File: src/hdl/ipq_pkg.sv
// Shared types and constants for the impairing packet queue.
package ipq_pkg;

  localparam int TAG_W        = 16;
  localparam int LEN_W        = 16;
  localparam int DRAW_W       = 16;
  localparam int BYTE_W       = 24;
  localparam int PKT_W        = 8;
  localparam int TAG_MAX_BITS = 32;
  localparam int CFG_IDX_W    = 3;
  localparam int CFG_DATA_W   = 24;
  localparam int S_TDATA_W    = 48;
  localparam int M_TDATA_W    = 88;

  localparam logic [PKT_W-1:0]  MAX_PACKETS_RST = PKT_W'(100);
  localparam logic [BYTE_W-1:0] MAX_BYTES_RST   = BYTE_W'(100 * 65535);

  typedef enum logic {
    OP_ENQ = 1'b0,
    OP_DEQ = 1'b1
  } op_t;

  typedef enum logic [2:0] {
    STAT_ACCEPTED    = 3'd0,
    STAT_FULL_PKTS   = 3'd1,
    STAT_FULL_BYTES  = 3'd2,
    STAT_RANDOM_DROP = 3'd3,
    STAT_NOT_ENQ     = 3'd4
  } status_t;

  typedef enum logic [CFG_IDX_W-1:0] {
    CFG_LIMIT_MODE     = 3'd0,
    CFG_MAX_PACKETS    = 3'd1,
    CFG_MAX_BYTES      = 3'd2,
    CFG_DROP_THRESHOLD = 3'd3,
    CFG_WINDOW_SIZE    = 3'd4
  } cfg_idx_t;

  typedef enum logic [2:0] {
    IDLE,
    EXEC,
    FLUSH,
    HEAD_RD,
    RESULT
  } state_t;

  typedef enum logic [1:0] {
    SRC_NONE,
    SRC_FIFO,
    SRC_WIN
  } src_t;

  typedef struct packed {
    logic              limit_mode;
    logic [PKT_W-1:0]  max_packets;
    logic [BYTE_W-1:0] max_bytes;
    logic [DRAW_W-1:0] drop_threshold;
    logic [4:0]        window_size;
  } cfg_t;

  typedef struct packed {
    op_t               opcode;
    logic [TAG_W-1:0]  packet_tag;
    logic [LEN_W-1:0]  packet_length;
    logic [DRAW_W-1:0] random_draw;
  } req_t;

  typedef struct packed {
    status_t           enqueue_status;
    logic              dequeue_valid;
    logic [TAG_W-1:0]  dequeue_tag;
    logic [LEN_W-1:0]  dequeue_length;
    logic              head_valid;
    logic [TAG_W-1:0]  head_tag;
    logic [PKT_W-1:0]  packets_held;
    logic [BYTE_W-1:0] bytes_held;
  } res_t;

endpackage

File: src/hdl/ipq_ctrl.sv
// Request sequencer: limit checks, FIFO and reorder-window pointers, flush and head reads.
module ipq_ctrl #(
  parameter int FIFO_DEPTH   = 2,
  parameter int WINDOW_DEPTH = 1,
  parameter int TAG_BITS     = 16,
  localparam int AW  = $clog2(FIFO_DEPTH),
  localparam int WAW = (WINDOW_DEPTH > 1) ? $clog2(WINDOW_DEPTH) : 1,
  localparam int EW  = TAG_BITS + 16
) (
  input  logic                clk,
  input  logic                rst,
  input  ipq_pkg::cfg_t       cfg,
  input  logic                in_valid,
  output logic                in_ready,
  input  ipq_pkg::req_t       in_req,
  output logic                res_valid,
  input  logic                res_ready,
  output ipq_pkg::res_t       res,
  output logic                fifo_we,
  output logic [AW-1:0]       fifo_waddr,
  output logic [EW-1:0]       fifo_wdata,
  output logic                fifo_re,
  output logic [AW-1:0]       fifo_raddr,
  input  logic [EW-1:0]       fifo_rdata,
  output logic                win_we,
  output logic [WAW-1:0]      win_waddr,
  output logic [EW-1:0]       win_wdata,
  output logic                win_re,
  output logic [WAW-1:0]      win_raddr,
  input  logic [EW-1:0]       win_rdata
);
  import ipq_pkg::*;

  localparam int CW  = $clog2(FIFO_DEPTH + 1);
  localparam int WCW = $clog2(WINDOW_DEPTH + 1);
  localparam int HW  = $clog2(FIFO_DEPTH + WINDOW_DEPTH + 1);
  localparam int PW  = (HW > PKT_W) ? HW : PKT_W;
  localparam int XW  = (WCW > 5) ? WCW : 5;

  state_t            state, state_next;
  req_t              req, req_next;
  status_t           status, status_next;
  logic              dv, dv_next;
  logic [TAG_W-1:0]  dtag, dtag_next;
  logic [LEN_W-1:0]  dlen, dlen_next;
  src_t              deq_src, deq_src_next;
  src_t              head_src, head_src_next;
  logic [AW-1:0]     rp, rp_next, wp, wp_next, rp_inc, wp_inc;
  logic [CW-1:0]     fcnt, fcnt_next;
  logic [WCW-1:0]    wc, wc_next, wc_m1;
  logic [BYTE_W-1:0] byte_total, byte_total_next;
  logic              mv_pend, mv_pend_next;

  logic [PW-1:0]     held;
  logic [BYTE_W:0]   sum;
  logic [XW-1:0]     win_size_x, eff_win, wc_inc_x;
  logic              use_win;
  status_t           enq_status;
  logic [TAG_MAX_BITS-1:0] tag_wide, ftag_wide, wtag_wide;
  logic [EW-1:0]     entry_in;
  logic [LEN_W-1:0]  deq_len;
  logic [TAG_W-1:0]  fifo_tag, win_tag;

  always_comb begin
    held       = PW'(fcnt) + PW'(wc);
    sum        = {1'b0, byte_total} + {{(BYTE_W + 1 - LEN_W){1'b0}}, req.packet_length};
    win_size_x = XW'(cfg.window_size);
    eff_win    = (win_size_x > XW'(WINDOW_DEPTH)) ? XW'(WINDOW_DEPTH) : win_size_x;
    wc_inc_x   = XW'(wc) + XW'(1);
    use_win    = (eff_win != '0) && (wc < WCW'(WINDOW_DEPTH));
    wc_m1      = wc - WCW'(1);
    rp_inc     = (rp == AW'(FIFO_DEPTH - 1)) ? '0 : rp + AW'(1);
    wp_inc     = (wp == AW'(FIFO_DEPTH - 1)) ? '0 : wp + AW'(1);
    tag_wide   = TAG_MAX_BITS'(req.packet_tag);
    entry_in   = {req.packet_length, tag_wide[TAG_BITS-1:0]};
    ftag_wide  = TAG_MAX_BITS'(fifo_rdata[TAG_BITS-1:0]);
    wtag_wide  = TAG_MAX_BITS'(win_rdata[TAG_BITS-1:0]);
    fifo_tag   = ftag_wide[TAG_W-1:0];
    win_tag    = wtag_wide[TAG_W-1:0];
    deq_len    = (deq_src == SRC_WIN) ? win_rdata[TAG_BITS +: LEN_W]
                                      : fifo_rdata[TAG_BITS +: LEN_W];

    if (!cfg.limit_mode && held >= PW'(cfg.max_packets)) begin
      enq_status = STAT_FULL_PKTS;
    end else if (cfg.limit_mode && sum >= {1'b0, cfg.max_bytes}) begin
      enq_status = STAT_FULL_BYTES;
    end else if (held >= PW'(FIFO_DEPTH)) begin
      enq_status = STAT_FULL_PKTS;
    end else if (sum[BYTE_W]) begin
      enq_status = STAT_FULL_BYTES;
    end else if (cfg.drop_threshold != '0 && req.random_draw < cfg.drop_threshold) begin
      enq_status = STAT_RANDOM_DROP;
    end else begin
      enq_status = STAT_ACCEPTED;
    end
  end

  always_comb begin
    state_next      = state;
    req_next        = req;
    status_next     = status;
    dv_next         = dv;
    dtag_next       = dtag;
    dlen_next       = dlen;
    deq_src_next    = deq_src;
    head_src_next   = head_src;
    rp_next         = rp;
    wp_next         = wp;
    fcnt_next       = fcnt;
    wc_next         = wc;
    byte_total_next = byte_total;
    mv_pend_next    = mv_pend;
    in_ready        = 1'b0;
    res_valid       = 1'b0;
    fifo_we         = 1'b0;
    fifo_waddr      = wp;
    fifo_wdata      = entry_in;
    fifo_re         = 1'b0;
    fifo_raddr      = rp;
    win_we          = 1'b0;
    win_waddr       = wc[WAW-1:0];
    win_wdata       = entry_in;
    win_re          = 1'b0;
    win_raddr       = wc_m1[WAW-1:0];

    unique case (state)
      IDLE: begin
        in_ready = 1'b1;
        if (in_valid) begin
          req_next   = in_req;
          state_next = EXEC;
        end
      end
      EXEC: begin
        deq_src_next = SRC_NONE;
        state_next   = HEAD_RD;
        if (req.opcode == OP_ENQ) begin
          status_next = enq_status;
          if (enq_status == STAT_ACCEPTED) begin
            byte_total_next = sum[BYTE_W-1:0];
            if (use_win) begin
              win_we  = 1'b1;
              wc_next = wc + WCW'(1);
              if (wc_inc_x >= eff_win) begin
                mv_pend_next = 1'b0;
                state_next   = FLUSH;
              end
            end else if (fcnt < CW'(FIFO_DEPTH)) begin
              fifo_we   = 1'b1;
              wp_next   = wp_inc;
              fcnt_next = fcnt + CW'(1);
            end
          end
        end else begin
          status_next = STAT_NOT_ENQ;
          if (fcnt != '0) begin
            fifo_re      = 1'b1;
            rp_next      = rp_inc;
            fcnt_next    = fcnt - CW'(1);
            deq_src_next = SRC_FIFO;
          end else if (wc != '0) begin
            win_re       = 1'b1;
            wc_next      = wc_m1;
            deq_src_next = SRC_WIN;
          end
        end
      end
      FLUSH: begin
        // read window top while writing the previous entry into the FIFO
        fifo_wdata = win_rdata;
        if (mv_pend && fcnt < CW'(FIFO_DEPTH)) begin
          fifo_we   = 1'b1;
          wp_next   = wp_inc;
          fcnt_next = fcnt + CW'(1);
        end
        if (wc != '0) begin
          win_re       = 1'b1;
          wc_next      = wc_m1;
          mv_pend_next = 1'b1;
        end else begin
          mv_pend_next = 1'b0;
          state_next   = HEAD_RD;
        end
      end
      HEAD_RD: begin
        dv_next   = 1'b0;
        dtag_next = '0;
        dlen_next = '0;
        if (deq_src != SRC_NONE) begin
          dv_next         = 1'b1;
          dtag_next       = (deq_src == SRC_WIN) ? win_tag : fifo_tag;
          dlen_next       = deq_len;
          byte_total_next = (byte_total >= BYTE_W'(deq_len))
                            ? byte_total - BYTE_W'(deq_len) : '0;
        end
        if (fcnt != '0) begin
          fifo_re       = 1'b1;
          head_src_next = SRC_FIFO;
        end else if (wc != '0) begin
          win_re        = 1'b1;
          head_src_next = SRC_WIN;
        end else begin
          head_src_next = SRC_NONE;
        end
        state_next = RESULT;
      end
      RESULT: begin
        res_valid = 1'b1;
        if (res_ready) begin
          in_ready = 1'b1;
          if (in_valid) begin
            req_next   = in_req;
            state_next = EXEC;
          end else begin
            state_next = IDLE;
          end
        end
      end
      default: state_next = IDLE;
    endcase
  end

  always_comb begin
    res.enqueue_status = status;
    res.dequeue_valid  = dv;
    res.dequeue_tag    = dtag;
    res.dequeue_length = dlen;
    res.head_valid     = (head_src != SRC_NONE);
    case (head_src)
      SRC_FIFO: res.head_tag = fifo_tag;
      SRC_WIN:  res.head_tag = win_tag;
      default:  res.head_tag = '0;
    endcase
    res.packets_held = held[PKT_W-1:0];
    res.bytes_held   = byte_total;
  end

  always_ff @(posedge clk) begin
    if (rst) begin
      state <= IDLE;
    end else begin
      state <= state_next;
    end
  end

  always_ff @(posedge clk) begin
    if (rst) begin
      rp         <= '0;
      wp         <= '0;
      fcnt       <= '0;
      wc         <= '0;
      byte_total <= '0;
      mv_pend    <= 1'b0;
      deq_src    <= SRC_NONE;
      head_src   <= SRC_NONE;
    end else begin
      rp         <= rp_next;
      wp         <= wp_next;
      fcnt       <= fcnt_next;
      wc         <= wc_next;
      byte_total <= byte_total_next;
      mv_pend    <= mv_pend_next;
      deq_src    <= deq_src_next;
      head_src   <= head_src_next;
    end
  end

  always_ff @(posedge clk) begin
    req    <= req_next;
    status <= status_next;
    dv     <= dv_next;
    dtag   <= dtag_next;
    dlen   <= dlen_next;
  end

endmodule

File: config.mk
export PLATFORM = sky130hd
export DESIGN_NAME = ipq_ctrl
export DESIGN_NICKNAME = d
export VERILOG_FILES = /design/src/hdl/ipq_pkg.sv /design/src/hdl/ipq_ctrl.sv
export SDC_FILE = /design/constraint.sdc
export NUM_CORES = 1
export LEC_CHECK = 0
export BUFFER_PORTS_ARGS = -buffer_cell sky130_fd_sc_hd__clkbuf_2
export CORE_ASPECT_RATIO = 1.25
export CORE_MARGIN = 10
export CORE_UTILIZATION = 55
export CTS_CLUSTER_SIZE = 10
export DETAILED_ROUTE_END_ITERATION = 12
export PLACE_DENSITY_LB_ADDON = 0.25
export RECOVER_POWER = 100
export SKIP_CTS_REPAIR_TIMING = 1
export SLEW_MARGIN = 20
export SYNTH_ARGS = -nofsm -noshare
export SYNTH_HDL_FRONTEND = slang
export SYNTH_SLANG_ARGS = --single-unit
File: constraint.sdc
create_clock -name clk -period 11.8 [get_ports clk]
set_clock_uncertainty 0.1 [all_clocks]
set_input_delay 1.18 -clock clk [delete_from_list [all_inputs] [get_ports clk]]
set_output_delay 1.18 -clock clk [all_outputs]
set_load 0.005 [all_outputs]
==> results.md <==
* Setup slack at placement at 5.93 ns
* Maximum number of pins on one net before global-route repair at 50
* Peak ir drop on the vdd network at 0.100 mV
* Boundary pin count at 330
* Slew at the pin with the worst max-slew slack at ~2.8 ns
* CTS buffer count at 17
* Total routing usage reported by global routing at between 20 and 30%
* Effective utilization at floorplan at 56.5%
* GRT overflow at 0
* Top area cells in the synthesized netlist: edfxtp_1 (29%), ha_1 (12%), dfxtp_1 (8.3%)
* Synth top area share at 28.7%
* Final critical delay including setup and external delays at 7.06 ns
* End of the worst register-to-register path: byte_total[21]
* Largest area contributor in the netlist: edfxtp_1
* Port Buffer Count at 324
* Series of cell instances along the critical path: ha_1, o21ai_0, o21a_1, o32ai_1, a31oi_1, a21o_1, nor2_1, xnor2_1, ha_1, and3_1, a211oi_1, nor2_1, o21a_1, nor4_1, a32oi_1, nor2_1, clkbuf_1
* Number of DRC markers after the initial detailed-route iteration at about 750
* Power after layout at 0.00161 W
* Worst hold path cell count at 2
* Worst slew margin relative to its limit at -89.3%
* Multi-input gate area in the final layout at 4920 sq um
* Row count at 51
* Max clock buf depth at 2
* Number of flops mapped to enable cells by yosys at 85
* Number of setup violations in the final report at 0
* Most frequent cells after synthesis: edfxtp_1 (85), ha_1 (83), nor2_1 (82)
* Number of clock sinks at 122
* Category of the critical setup timing path: flip-flop to output pin
* Number of instances in the synthesized netlist at about 950
* Initial antenna violation count at 0
* Yosys warning total at 0
* Endpoint kind of the worst setup timing path: output pin
* Routed wire per std cell at 21.9 um
* Synth Area per Inst at between 9 and 10 sq um
* Startpoint type of the worst setup path: flip-flop
* Slowest stage cell on the critical path: nor4_1
* Drc violations at 0
* RSZ-0062 raised after global routing: no
* Fraction of final layout cells sized beyond drive strength 1 at between 20% and 30%
* Most frequent cell on the critical path: nor2_1
* Path depth of the worst reg2reg path at 18
* Placeable core region at about 16,000 sq um
* Most used flip-flop cell after synthesis: edfxtp_1
* Sequential cell area fraction in the yosys report at roughly 37%
* Clock tree from TritonCTS: built
* Number of filler cells placed in the layout at 1,359
* Hold-critical path endpoint: head_src[1]
* Vias in the first global route at 8,685
* Total wire length after detailed routing at 31,500 um
* Post-synth design cell area at between 8000 and 9000 sq um
* Post-synthesis register bit count at 122
* Final estimated routing congestion in global placement at 0.961
* Clock input transition at the sequential cells of the worst setup and hold paths at roughly 0.060 ns
* Endpoint required time on the critical path at 10.52 ns
* Worst Hold Launch: head_src[1]
* Class of the tightest hold or removal check: flip-flop to flip-flop
* Outcome: finished with violations
* First drt pass iteration count at 5
* Arrival @ worst endpoint at 5.78 ns
* Number of maximum-capacitance constraint violations at 5
* Worst skew pair latency at 0.43 ns
* Largest stage delay on the critical path at 1.01 ns
* Violated checks: max-capacitance violations, max-slew violations
* DIE HEIGHT at roughly 160 um
* Final number of max-transition violations at 201
* Ratio of total power to cell area at 149 nW/um^2
* Maximum level of the CTS H-tree at 4
* Overall die width at 134 um
* Remaining antenna violation count after routing at 0
* Worst setup slack after layout at 4.74 ns
* Leakage dissipation at 4.57 nW
* Number of different library cells in the post-synthesis netlist at roughly 70
* Overall die area at 21,700 sq um
* Register-to-Register Setup Slack at 5.32 ns
* Net total in the final layout at around 1,500
* Placed wire-length estimate after detailed placement at 24,900 um
* Leading cell type by number of instances after synthesis: edfxtp_1
* Share of async-settable or async-resettable flops after synthesis at 0%
* Antenna cell count at 0
* Register area at 3290 sq um
* Launch instance of the worst register-to-register path: win_wdata[18]
* Smallest hold slack at 0.371 ns
* Maximum frequency from static timing analysis at 142 MHz
* Vias after detailed routing at 8,479
* Area Overhead vs Synth at 21.3%
* Total negative slack at 0 ns
* Count of endpoints failing hold in the final timing report at 0
* Post-route fraction of the period consumed by the critical path at 59.8%
* Worst-path fanout max at 9
* First-pass GRT wire length at just under 50,000 um
* Root Buffer: clkbuf_16
* Vias per inst at slightly below 6
## layout make-up
type / instances / share of cell area [%]
Clock buffer: 18 / 3.97
Clock inverter: 14 / 1.91
Inverter: 64 / 2.24
Multi-Input combinational cell: 683 / 45.6
Sequential cell: 122 / 30.5
Tap cell: 212 / 2.46
Timing Repair Buffer: 327 / 13.4
## cells by family (layout without fill, tap and decap cells)
| family | after synthesis | in the layout | synth area share (%) |
|---|---|---|---|
| and+or+nand+nor | 256 | 256 | 14.0 |
| AOI/OAI and AO/OA | 255 | 255 | 19.9 |
| buffers and inverters | 146 | 423 | 7.83 |
| DFF | 122 | 122 | 37.0 |
| adders and majority gates | 85 | 85 | 12.1 |
| muxes | 49 | 49 | 5.97 |
| xor gates and xnor gates | 32 | 32 | 3.15 |
| other | 2 | 6 | 0.0843 |
## worst max-delay path: cells and delay by family (launching register included)
kind	cells	cell delay [ns]
AO/OA/AOI/OAI	8	2.28
buffers and inverters	1	0.15
adder cells (fa/ha/maj)	2	0.63
flip-flops	1	0.44
AND/OR/NAND/NOR	5	1.70
XOR/XNOR	1	0.14
## report_power, final
part           total (W)  internal, W  switching (W)  leakage (nW)
Combinational   0.000481     0.000196       0.000285          3.17
Clock           0.000564     0.000358       0.000206         0.307
Sequential      0.000564     0.000523      0.0000417          1.10
## per-layer routing
metal / global-route usage [%] / vias to the layer above / part of all wire [%]
li1: - / 4019 / -
met1: 28.9 / 3922 / 35
met2: 51.2 / 452 / 52
met3: 7.50 / 86 / 9.1
met4: 14.4 / 0 / 4.3
met5: 0 / - / 0
## flip-flops by register name, indices dropped and copies added, names as in the netlist, 2 cells and up
| signal | cells |
|---|---|
| dtag | 16 |
| byte_total | 24 |
| status | 3 |
| deq_src | 2 |
| dlen | 16 |
| win_wdata | 32 |
| fcnt | 2 |
| state | 3 |
| req | 17 |
| head_src | 2 |
## cells in the final DEF (no fill, tap or decap), types with 10 or more instances in the layout
master and n:
clkbuf_16 17, mux2_2 30, a31oi_1 10, clkbuf_2 174, nor2_1 82, mux2i_1 16
nor3_1 25, dfxtp_1 37, nand3_1 18, a22oi_1 17, nand4_1 15, xnor2_1 24
edfxtp_1 85, a21o_1 19, nand2_1 49, nor2b_1 22, a21oi_1 60, a22o_1 17
a211oi_1 15, a221oi_1 14, o21ai_0 35, inv_1 63, o21a_1 12, clkbuf_1 154
ha_1 83
## worst max path at each step
| stage | from | to | slack, ns | depth (start not counted) |
|---|---|---|---|---|
| after floorplan | win_wdata[18] | fifo_we | 6.63 | 17 |
| after global placement | win_wdata[18] | fifo_we | 6.00 | 17 |
| after detailed placement | win_wdata[18] | fifo_we | 5.93 | 17 |
| after CTS | win_wdata[18] | fifo_we | 5.44 | 17 |
| after global routing | win_wdata[18] | fifo_we | 4.33 | 17 |
| final | win_wdata[18] | fifo_we | 4.74 | 17 |
## metrics by stage
stage          cell area [sq um]  util [%]  instances
2_1_floorplan               8920         -        951
3_5_place_dp               10400      65.9       1408
6_report                   10800      68.5       1440
3_3_place_gp               10400      65.9       1408
5_1_grt                    10800      68.5       1440
4_1_cts                    11000      69.9       1440
Power figures use the tool's default switching activity.
